==> src/sv/b64c_pkg.sv <==
package b64c_pkg;

  localparam logic [7:0] PAD_CHAR = 8'h3D;  // '='
  localparam logic [7:0] PLUS_CHAR = 8'h2B;  // '+'
  localparam logic [7:0] SLASH_CHAR = 8'h2F;  // '/'

  typedef enum logic [1:0] {
    JOB_ENC,
    JOB_DEC,
    JOB_ERR
  } job_kind_t;

  // One group handed from the front end to the output side.
  typedef struct packed {
    job_kind_t       kind;
    logic [3:0][7:0] data;      // raw bytes (encode) or characters (decode)
    logic [1:0]      enc_fill;  // encode: real bytes in group, 1..3
    logic [1:0]      last_idx;  // index of the last result of this group
  } job_t;

  typedef struct packed {
    logic direction;  // 0 encode, 1 decode
    logic clear;      // register write: drop partial group
  } front_ctrl_t;

  function automatic logic [7:0] six_to_char(input logic [5:0] v);
    logic [7:0] w;
    w = {2'b00, v};
    if (v < 6'd26) begin
      return w + 8'd65;
    end else if (v < 6'd52) begin
      return w + 8'd71;
    end else if (v < 6'd62) begin
      return w - 8'd4;
    end else if (v == 6'd62) begin
      return PLUS_CHAR;
    end else begin
      return SLASH_CHAR;
    end
  endfunction

  function automatic logic [5:0] char_to_six(input logic [7:0] c);
    logic [7:0] d;
    d = 8'd0;
    if (c >= 8'h41 && c <= 8'h5A) begin
      d = c - 8'd65;
    end else if (c >= 8'h61 && c <= 8'h7A) begin
      d = c - 8'd71;
    end else if (c >= 8'h30 && c <= 8'h39) begin
      d = c + 8'd4;
    end else if (c == PLUS_CHAR) begin
      d = 8'd62;
    end else if (c == SLASH_CHAR) begin
      d = 8'd63;
    end
    return d[5:0];
  endfunction

endpackage

==> src/sv/b64c_front.sv <==
module b64c_front (
  input  logic                 clk,
  input  logic                 rst,
  input  b64c_pkg::front_ctrl_t ctrl,
  input  logic                 accept,
  input  logic [7:0]           in_byte,
  input  logic                 message_end,
  output logic                 job_valid,
  output b64c_pkg::job_t       job
);

  logic [2:0][7:0] group_store;
  logic [1:0]      fill_count;
  logic [1:0]      fill_count_next;
  logic [1:0]      slot;
  logic [2:0]      pads;

  always_comb begin
    job             = '0;
    job_valid       = 1'b0;
    fill_count_next = fill_count;
    slot            = (fill_count > 2'd2) ? 2'd2 : fill_count;
    pads            = 3'd0;
    if (!ctrl.direction) begin
      job.kind     = b64c_pkg::JOB_ENC;
      job.last_idx = 2'd3;
      job.enc_fill = slot + 2'd1;
      for (int i = 0; i < 3; i++) begin
        if (i < int'(slot)) job.data[i] = group_store[i];
        else if (i == int'(slot)) job.data[i] = in_byte;
        else job.data[i] = 8'd0;
      end
      if (slot == 2'd2 || message_end) begin
        job_valid       = 1'b1;
        fill_count_next = 2'd0;
      end else begin
        fill_count_next = slot + 2'd1;
      end
    end else begin
      job.data = {in_byte, group_store[2], group_store[1], group_store[0]};
      for (int i = 0; i < 4; i++) begin
        if (job.data[i] == b64c_pkg::PAD_CHAR) pads = pads + 3'd1;
      end
      if (fill_count == 2'd3) begin
        job.kind        = b64c_pkg::JOB_DEC;
        job.last_idx    = (pads == 3'd1) ? 2'd1 : (pads == 3'd2) ? 2'd0 : 2'd2;
        job_valid       = 1'b1;
        fill_count_next = 2'd0;
      end else if (message_end) begin
        job.kind        = b64c_pkg::JOB_ERR;
        job.last_idx    = 2'd0;
        job_valid       = 1'b1;
        fill_count_next = 2'd0;
      end else begin
        fill_count_next = fill_count + 2'd1;
      end
    end
    if (!accept) job_valid = 1'b0;
  end

  always_ff @(posedge clk) begin
    if (rst) begin
      fill_count <= 2'd0;
    end else if (ctrl.clear) begin
      fill_count <= 2'd0;
    end else if (accept) begin
      fill_count <= fill_count_next;
    end
  end

  always_ff @(posedge clk) begin
    if (rst) begin
      group_store <= '0;
    end else if (accept && !ctrl.clear) begin
      if (ctrl.direction) begin
        if (fill_count != 2'd3) group_store[fill_count] <= in_byte;
      end else begin
        group_store[slot] <= in_byte;
      end
    end
  end

endmodule

==> src/sv/b64c_fifo.sv <==
module b64c_fifo #(
  parameter int DEPTH = 2
) (
  input  logic           clk,
  input  logic           rst,
  input  logic           wr_en,
  input  b64c_pkg::job_t wr_data,
  input  logic           rd_en,
  output b64c_pkg::job_t rd_data,
  output logic           full,
  output logic           empty
);

  localparam int AW = (DEPTH > 1) ? $clog2(DEPTH) : 1;
  localparam int CW = $clog2(DEPTH + 1);
  localparam logic [AW-1:0] LAST = AW'(DEPTH - 1);

  b64c_pkg::job_t mem [DEPTH];
  logic [AW-1:0]  wr_ptr;
  logic [AW-1:0]  rd_ptr;
  logic [CW-1:0]  count;

  assign full    = (count == CW'(DEPTH));
  assign empty   = (count == '0);
  assign rd_data = mem[rd_ptr];

  always_ff @(posedge clk) begin
    if (wr_en) mem[wr_ptr] <= wr_data;
  end

  always_ff @(posedge clk) begin
    if (rst) begin
      wr_ptr <= '0;
      rd_ptr <= '0;
      count  <= '0;
    end else begin
      if (wr_en) wr_ptr <= (wr_ptr == LAST) ? '0 : wr_ptr + 1'b1;
      if (rd_en) rd_ptr <= (rd_ptr == LAST) ? '0 : rd_ptr + 1'b1;
      if (wr_en && !rd_en) count <= count + 1'b1;
      else if (rd_en && !wr_en) count <= count - 1'b1;
    end
  end

endmodule

==> src/sv/b64c_back.sv <==
module b64c_back (
  input  logic           clk,
  input  logic           rst,
  input  logic           q_empty,
  input  b64c_pkg::job_t q_data,
  output logic           q_pop,
  input  logic           pop,
  output logic           empty,
  output logic [7:0]     out_byte,
  output logic           run_last,
  output logic           length_error
);

  b64c_pkg::job_t cur;
  logic           cur_valid;
  logic [1:0]     idx;
  logic           done;
  logic [5:0]     sext;
  logic [3:0][5:0] v;

  assign empty = !cur_valid;
  assign run_last = (idx == cur.last_idx);
  assign done  = !cur_valid || (pop && run_last);
  assign q_pop = done && !q_empty;

  always_ff @(posedge clk) begin
    if (rst) begin
      cur_valid <= 1'b0;
      idx       <= 2'd0;
    end else if (done) begin
      cur_valid <= !q_empty;
      idx       <= 2'd0;
    end else if (pop) begin
      idx <= idx + 2'd1;
    end
  end

  always_ff @(posedge clk) begin
    if (q_pop) cur <= q_data;
  end

  always_comb begin
    for (int i = 0; i < 4; i++) v[i] = b64c_pkg::char_to_six(cur.data[i]);
    unique case (idx)
      2'd0: sext = cur.data[0][7:2];
      2'd1: sext = {cur.data[0][1:0], cur.data[1][7:4]};
      2'd2: sext = {cur.data[1][3:0], cur.data[2][7:6]};
      default: sext = cur.data[2][5:0];
    endcase
    length_error = 1'b0;
    out_byte     = 8'd0;
    unique case (cur.kind)
      b64c_pkg::JOB_ENC: begin
        out_byte = (idx > cur.enc_fill) ? b64c_pkg::PAD_CHAR : b64c_pkg::six_to_char(sext);
      end
      b64c_pkg::JOB_DEC: begin
        unique case (idx)
          2'd0: out_byte = {v[0], v[1][5:4]};
          2'd1: out_byte = {v[1][3:0], v[2][5:2]};
          default: out_byte = {v[2][1:0], v[3]};
        endcase
      end
      default: length_error = 1'b1;
    endcase
  end

endmodule

==> src/sv/base64_codec_top.sv <==
// Streaming base64 codec, standard alphabet. The direction register (byte
// address 0, bit 0) picks encode (0) or decode (1); write it only while the
// block is idle, and every write drops a partially gathered group. Input
// bytes are taken one per cycle whenever the group queue has room: the front
// end gathers a group (three bytes or four characters) and hands the whole
// group to the queue in the cycle that completes it. The output side
// transfers one result per cycle from the head group while pop is held and
// a group is ready, so the result port sets the sustained rate: encode takes
// three input bytes per four results, decode up to one character per cycle.
// A group's first result reaches the result ports once the group has passed
// through the queue into the output register. A decode message that ends
// mid-group yields one result with length_error set; earlier groups stand.
module base64_codec_top #(
  parameter int QUEUE_DEPTH = 2
) (
  input  logic        clk,
  input  logic        rst,
  // item side
  input  logic        push,
  output logic        full,
  input  logic [7:0]  in_byte,
  input  logic        message_end,
  // result side
  output logic        empty,
  input  logic        pop,
  output logic [7:0]  out_byte,
  output logic        run_last,
  output logic        length_error,
  // register port
  input  logic        psel,
  input  logic        penable,
  input  logic        pwrite,
  input  logic [2:0]  paddr,
  input  logic [31:0] pwdata,
  output logic [31:0] prdata,
  output logic        pready
);

  localparam logic REG_DIRECTION = 1'b0;  // register index, from paddr[2]

  logic                  direction;
  logic                  cfg_wr;
  logic                  accept;
  logic                  job_valid;
  b64c_pkg::job_t        job;
  b64c_pkg::job_t        q_data;
  logic                  q_empty;
  logic                  q_pop;
  b64c_pkg::front_ctrl_t ctrl;

  // register access
  assign pready = 1'b1;
  assign cfg_wr = psel && penable && pwrite && (paddr[2] == REG_DIRECTION);
  assign prdata = (paddr[2] == REG_DIRECTION) ? {31'd0, direction} : 32'd0;

  always_ff @(posedge clk) begin
    if (rst) begin
      direction <= 1'b0;
    end else if (cfg_wr) begin
      direction <= pwdata[0];
    end
  end

  // any input transfer needs queue room, since it may close a group
  assign accept = push && !full;
  assign ctrl   = '{direction: direction, clear: cfg_wr};

  b64c_front u_front (
    .clk         (clk),
    .rst         (rst),
    .ctrl        (ctrl),
    .accept      (accept),
    .in_byte     (in_byte),
    .message_end (message_end),
    .job_valid   (job_valid),
    .job         (job)
  );

  b64c_fifo #(
    .DEPTH (QUEUE_DEPTH)
  ) u_queue (
    .clk     (clk),
    .rst     (rst),
    .wr_en   (job_valid),
    .wr_data (job),
    .rd_en   (q_pop),
    .rd_data (q_data),
    .full    (full),
    .empty   (q_empty)
  );

  b64c_back u_back (
    .clk          (clk),
    .rst          (rst),
    .q_empty      (q_empty),
    .q_data       (q_data),
    .q_pop        (q_pop),
    .pop          (pop),
    .empty        (empty),
    .out_byte     (out_byte),
    .run_last     (run_last),
    .length_error (length_error)
  );

endmodule
==> config.mk <==
export PLATFORM = sky130hd
export DESIGN_NAME = base64_codec_top
export DESIGN_NICKNAME = d
export VERILOG_FILES = /design/src/sv/b64c_pkg.sv /design/src/sv/b64c_front.sv /design/src/sv/b64c_fifo.sv /design/src/sv/b64c_back.sv /design/src/sv/base64_codec_top.sv
export SDC_FILE = /design/constraint.sdc
export NUM_CORES = 1
export LEC_CHECK = 0
export ABC_AREA = 1
export BUFFER_PORTS_ARGS = -buffer_cell sky130_fd_sc_hd__buf_2
export CAP_MARGIN = 15
export CORE_MARGIN = 2
export CORE_UTILIZATION = 40
export DETAILED_ROUTE_END_ITERATION = 10
export SLEW_MARGIN = 25
export SYNTH_ARGS = -nofsm -noshare
export SYNTH_HDL_FRONTEND = slang
export SYNTH_HIERARCHICAL = 1
export SYNTH_SLANG_ARGS = --single-unit
==> constraint.sdc <==
create_clock -name clk -period 8.7 [get_ports clk]
set_input_delay 1.305 -clock clk [delete_from_list [all_inputs] [get_ports clk]]
set_output_delay 1.305 -clock clk [all_outputs]
set_load 0.1 [all_outputs]
# ---- Word-level counts from Yosys, hierarchy flattened
# Memories as Yosys holds them, arrays and structs flattened. A register that Yosys moved wholly into a read port is not among the register bits.
# Cells that the tools add are included.
dict set report op_classes {
  addsub 25
  n_lt_le_gt_ge 36
  n_eq_ne 26
  mux 78
  bitwise_logic 1
  reduce_logical 40
}
# cell count
set ops {}
lappend ops {{2-to-1 mux 6 bit} 20}
lappend ops {{2-to-1 mux 8 bit} 13}
lappend ops {{== test 8 x 6 -> 1 bit (second input constant)} 12}
lappend ops {{2-to-1 mux 24 bit} 3}
lappend ops {{greater-or-equal comparator 8 x 7 -> 1 bit (second input constant)} 8}
lappend ops {{less-or-equal comparator 8 x 7 -> 1 bit (second input constant)} 8}
lappend ops {{bitwise mux 24 bit} 2}
lappend ops {{demux 8 bit (select 2 bit)} 2}
lappend ops {{greater-or-equal comparator 8 x 6 -> 1 bit (second input constant)} 4}
lappend ops {{less-or-equal comparator 8 x 6 -> 1 bit (second input constant)} 4}
lappend ops {{case mux 8 bit (2 select lines)} 2}
lappend ops {{2-to-1 mux 2 bit} 15}
lappend ops {{adder 6 x 3 -> 6 bit (second input constant)} 4}
lappend ops {{2-to-1 mux 3 bit} 8}
lappend ops {{subtractor 6 x 1 -> 6 bit (second input constant)} 4}
lappend ops {{subtractor 6 x 3 -> 6 bit (second input constant)} 4}
lappend ops {{logical AND 1 bit} 23}
lappend ops {{case mux 6 bit (3 select lines)} 1}
lappend ops {{adder 6 x 7 -> 8 bit (second input constant)} 2}
lappend ops {{less-than comparator 6 bit (second input constant)} 2}
lappend ops {{2-to-1 mux 1 bit} 12}
lappend ops {{adder 3 x 1 -> 3 bit (second input constant)} 3}
lappend ops {{adder 2 x 1 -> 2 bit (second input constant)} 4}
lappend ops {{== test 2 bit (second input constant)} 4}
lappend ops {{other kinds (25)} 42}
dict set report word_totals {
  register_bits 34
  mem_bits_rw 76
  inputBits 51
  output_inout_bits 45
  memories 1
}
# memory words word_bits read_ports rd_ports_with_merged_regs write_ports line
set memory_table {}
lappend memory_table {u_queue.mem 2 38 1 1 1 b64c_fifo.sv:18} ;# b64c_pkg::job_t mem [DEPTH];

# ---- Longest topological paths before layout
dict set report depth {
  ltp_word 17
  ltp_mapped 17
}

# ---- By module
# The synthesis kept the hierarchy.
# module n_inst cells_each area_per_inst_um2 seq_area_each_um2
set modules_own_cells {}
lappend modules_own_cells {b64c_back 1 752 4899.7 1201.2}
lappend modules_own_cells {b64c_fifo 1 151 3050.4 2382.3}
lappend modules_own_cells {b64c_front 1 282 1883.1 520.5}
lappend modules_own_cells {base64_codec_top 1 52 335.3 20.0}

# ---- Worst setup path after synthesis
# No wires, ideal clock.
dict set report synth_timing {
  path_type {register to register}
  startpoint {register, netlist name u_back/cur[0]}
  endpoint {register u_queue.count[1]}
  arrival_time_ps 5149
  setup_slack_ps 3488
  path_stages_with_launch 12
  n_path_buf 0
  period_less_slack_ps 5212
  cell_sequence {edfxtp_1 or2_2 a21oi_1 nand2_1 a21oi_1 inv_1 ha_1 inv_1 nand3_1 nand2_1 inv_1 nor2_1}
}
dict set report synth_via {
  elab_chain_cells 7
  word_cells_on_any_way 9
  classes_between {1 x eq/ne; 1 x mux; 7 x reduce/logical}
}
# element line
set synth_lines {}
lappend synth_lines {{== test 2 bit (*)} b64c_back.sv:22} ;# assign run_last = (idx == cur.last_idx);
lappend synth_lines {{via run_last} base64_codec_top.sv:27} ;# output logic run_last,
lappend synth_lines {{logical AND 1 bit (*)} b64c_back.sv:23} ;# assign done = !cur_valid || (pop && run_last);
lappend synth_lines {{logical OR 1 bit (*)} b64c_back.sv:23}
lappend synth_lines {{logical AND 1 bit (*)} b64c_back.sv:24} ;# assign q_pop = done && !q_empty;
lappend synth_lines {{via q_pop} base64_codec_top.sv:48} ;# logic q_pop;
lappend synth_lines {{logical NOT 1 bit} b64c_fifo.sv:39} ;# if (wr_en && !rd_en) count <= count + 1'b1;
lappend synth_lines {{logical AND 1 bit} b64c_fifo.sv:39}
lappend synth_lines {{2-to-1 mux 2 bit / nonzero test 2 bit (equally long branches)} --}
lappend synth_lines {{end signal: assignment} b64c_fifo.sv:39}
lappend synth_lines {{end signal: assignment} b64c_fifo.sv:40} ;# else if (rd_en && !wr_en) count <= count - 1'b1;
lappend synth_lines {{end: declaration} b64c_fifo.sv:21} ;# logic [CW-1:0] count;
# Mark *: on every way through the listed nets, which the timed path passes. The rest lies on a longest branch.
# A chain may end at the register's enable or synchronous reset.

# ---- Worst setup path in the final report
dict set report layout_timing {
  startpoint {register, netlist name u_back/cur[21]}
  endpoint {output port out_byte[7]}
}
dict set report layout_via {
  elab_chain_cells 8
  word_cells_on_any_way 32
  classes_between {6 x add/sub; 9 x order compare; 2 x eq/ne; 12 x mux; 3 x reduce/logical}
}
# element line
set layout_lines {}
lappend layout_lines {{parallel branches: the longest is 7 deep, another holds subtractor 6 x 3 -> 7 bit} --}
lappend layout_lines {{case mux 8 bit (2 select lines) (*)} b64c_back.sv:52} ;# unique case (cur.kind)
lappend layout_lines {{end: declaration} base64_codec_top.sv:26} ;# output logic [7:0] out_byte,
# Mark *: on every way between the ends.

==> impl_metrics.yaml <==
yosys:
  ys_seq_elements: 149
  synth_top_area_share_pct: 33.7
  yosysSeqAreaShare_pct: 40.6
  synthArstFlopShare_pct: 0
  ys.flop_type: "edfxtp_1"
  synthesis.area_sq_um: 10200
  synth_top_cell_by_area: "edfxtp_1"
  avgSynthCellArea_sq_um: 8.22
  ys_types: 44
  synth_warnings: 6
  synthCells: 1237
  synth_edf_count: 114
  synth.area.top_cells: "edfxtp_1 34%, nand2_1 12%, dfxtp_1 6.9%"
die:
  core-area_sq_um: 25000
  start_util_pct: 40.6
  io_pins: 96
  num_rows: 58
  die_h_um: 163
  dieWidth_um: 163
  die-area_sq_um: 26700
sta:
  rsz0062_at_grt: "no"
  finClkSkew_ns: 0.00916
  max_slew_margin_pct: 45.6
  drv_slew: 0
  hold_viol: 0
  fin_crit_sh_pct: 51.2
  tightest_slew_ns: 0.815
  period_needed_ns: 4.45
  tns_ns: 0
  max_freq_mhz: 224
  setup_violations: 0
finish:
  layout.nets: 1361
  final_cells: 1600
  multi_input_area_sq_um: 5120
  nFillCells: 2460
  final_cell_area_sq_um: 11100
  area_growth_pct: 8.90
  drive_above_1_share_pct: 15.5
  seq_area_sq_um: 4130
  antenna_cells: 0
detailed_routing:
  ant_nets: 0
  routedWlPerCell_um: 13.7
  vias_per_cell: 4.93
  drt_iter0_markers: 616
  drc_errors: 0
  wirelength_mm: 21.9
  first_pass_iters: 5
  via_count: 7881
cts:
  cts_tree: "built"
  cts_setup_buffers: 0
  clk_path_buf_depth: 2
  root_buffer: "clkbuf_16"
  path_clk_slew_ns: 0.06
  cts_resized: 0
  cts.sinks: 149
  clk_latency_ns: 0.41
  htreeDepth: 4
  cts_hold_buf: 0
  cts-buffers-inserted: 17
global_routing:
  use_met1_pct: 23.1
  grt_start_max_net_pins: 41
  grt_pass1_wl_mm: 35.7
  grt_pass1_vias: 7192
  grtUsageMet2_pct: 27.7
  grt_use_total_pct: 16.7
  overflow: 0
  busiest_layer: "met2"
  use_met3_pct: 2.11
  antenna_found_initial: 0
job:
  max-cap-violations: 0
setup_path:
  rr_endpoint: "u_queue/mem[0][29]"
  crit_buf_inv: 3
  cp_slowest_cell: "edfxtp_1"
  critPathCapture: "out_byte[7]"
  r2r-start: "u_front/fill_count[1]"
  endpoint_kind: "output port"
  cp-start-kind: "register"
  path_delay_family: "simple AND/OR/NAND/NOR gates"
  cp_cell_sequence: "inv_1, ha_1, o21ai_0, nand2_1, nand3_2, nand2_2, nor2_1, o21ai_1, nand3_1, nand2_1, inv_1, buf_2"
  critPathMaxStageDelay_ns: 0.55
  arrival_ns: 3.15
  required_ns: 7.39
  path_depth: 12
  setup.worst_path.class: "register to output port"
  cp_max_fo: 8
  r2r_cells: 8
  cp-startpoint: "u_back/cur[21]"
  rrSetupSlack_ns: 6.04
place:
  placed_cells: 1568
  numPortBuffers: 30
  placed_area_sq_um: 10400
  hpwl_mm: 16.4
  routabilityCongestion: 0.906
min_path:
  hold-path-cell-count: 2
  hold_path_class: "register to register"
pwr:
  leakage_uw: 0.00492
  p_per_area_nw_per_um2: 351
  power.total_uw: 3880
  vdd_drop_max_uv: 230
outcome:
  status: "finished clean"
-- routing by layer --
metal	share of wire (%)	vias to the layer above
li1	-	4038
met1	47	3617
met2	47	208
met3	4.4	18
met4	1.2	0
met5	0	-
-- cells in the final DEF, fill, tap and decap left out, drive strengths merged --
cell,instances
ha,53
nand3b,2
a31oi,3
xor2,21
edfxtp,114
a211oi,19
nand3,126
dfxtp,35
nand2,354
or2,5
conb,32
a21oi,43
mux2,38
clkinv,9
inv,154
bufinv,5
o21ai,44
nor2,116
o21bai,2
clkinvlp,2
o22ai,8
nor3,4
o211ai,3
xnor2,5
clkbuf,18
buf,34
nand4,21
-- state kept, by name, summed over array words and instances (netlist names), named ones only --
register / flops
direction: 1
u_back/cur_valid: 1
u_queue/count: 2
u_back/cur: 38
u_back/idx: 2
u_queue/wr_ptr: 1
u_queue/mem: 76
u_front/group_store: 24
u_front/fill_count: 2
u_queue/rd_ptr: 1
-- worst min-delay path by stage --
stage	startpoint	slack, ns	end
2_1_floorplan	u_front/group_store[14]	0.45	u_front/group_store[14]
3_3_place_gp	u_front/group_store[22]	0.46	u_front/group_store[22]
3_5_place_dp	u_front/group_store[6]	0.46	u_front/group_store[6]
4_1_cts	u_front/group_store[6]	0.47	u_front/group_store[6]
5_1_grt	u_front/group_store[6]	0.48	u_front/group_store[6]
6_report	u_front/group_store[22]	0.47	u_front/group_store[22]
-- worst register-to-register path, stage by stage, from the launching register on --
cell	delay [ns]
dfxtp_1	0.45
inv_1	0.12
ha_1	0.24
nor2_2	0.21
o21ai_2	0.21
a31oi_1	0.33
inv_1	0.13
nor2_4	0.41
buf_12	0.26
-- Yosys cell counts, types with 6 or more instances --
master    number
nand2_1      332
a21oi_1       43
nor2_2        10
o21ai_2        6
a211oi_2      19
ha_1          53
nand4_1       21
edfxtp_1     114
o21ai_0       32
nand2_2       17
xor2_1        21
mux2_2        18
nand3_1      122
dfxtp_1       35
o22ai_1        8
mux2_4        20
inv_1        132
buf_4         34
inv_2         20
nor2_1       103
buf_6         13
buf_2          6
clkbuf_1       8
-- layout make-up --
type | instances | area share, %
Clock buffer | 18 | 3.88
Tap cell | 330 | 3.73
Inverter | 156 | 5.31
Timing Repair Buffer | 34 | 1.74
Multi-Input combinational cell | 899 | 46.2
Clock inverter | 14 | 1.88
Sequential cell | 149 | 37.3
-- report_power, final --
group          switching (uW)  internal, uW  total, uW
Combinational            1330           573       1910
Clock                     271           507        778
Sequential                217           983       1200
Total                    1820          2060       3880
-- logic make-up after synthesis --
family / synth area share [%]
buf+inv: 10.4
xor+xnor: 2.24
fa+ha+maj: 6.52
other cells: 0.0739
flops: 40.6
compound gates: 8.15
simple gates: 27.1
mux: 4.95
-- through the flow --
stage	hold slack [ns]	setup slack [ns]	utilization, %
2_1_floorplan	0.452	3.49	-
3_3_place_gp	0.460	4.68	41.6
3_5_place_dp	0.463	4.68	41.7
4_1_cts	0.472	4.24	44.2
5_1_grt	0.483	4.03	44.2
6_report	0.472	4.25	44.2
(Power assumes the default switching activity.)
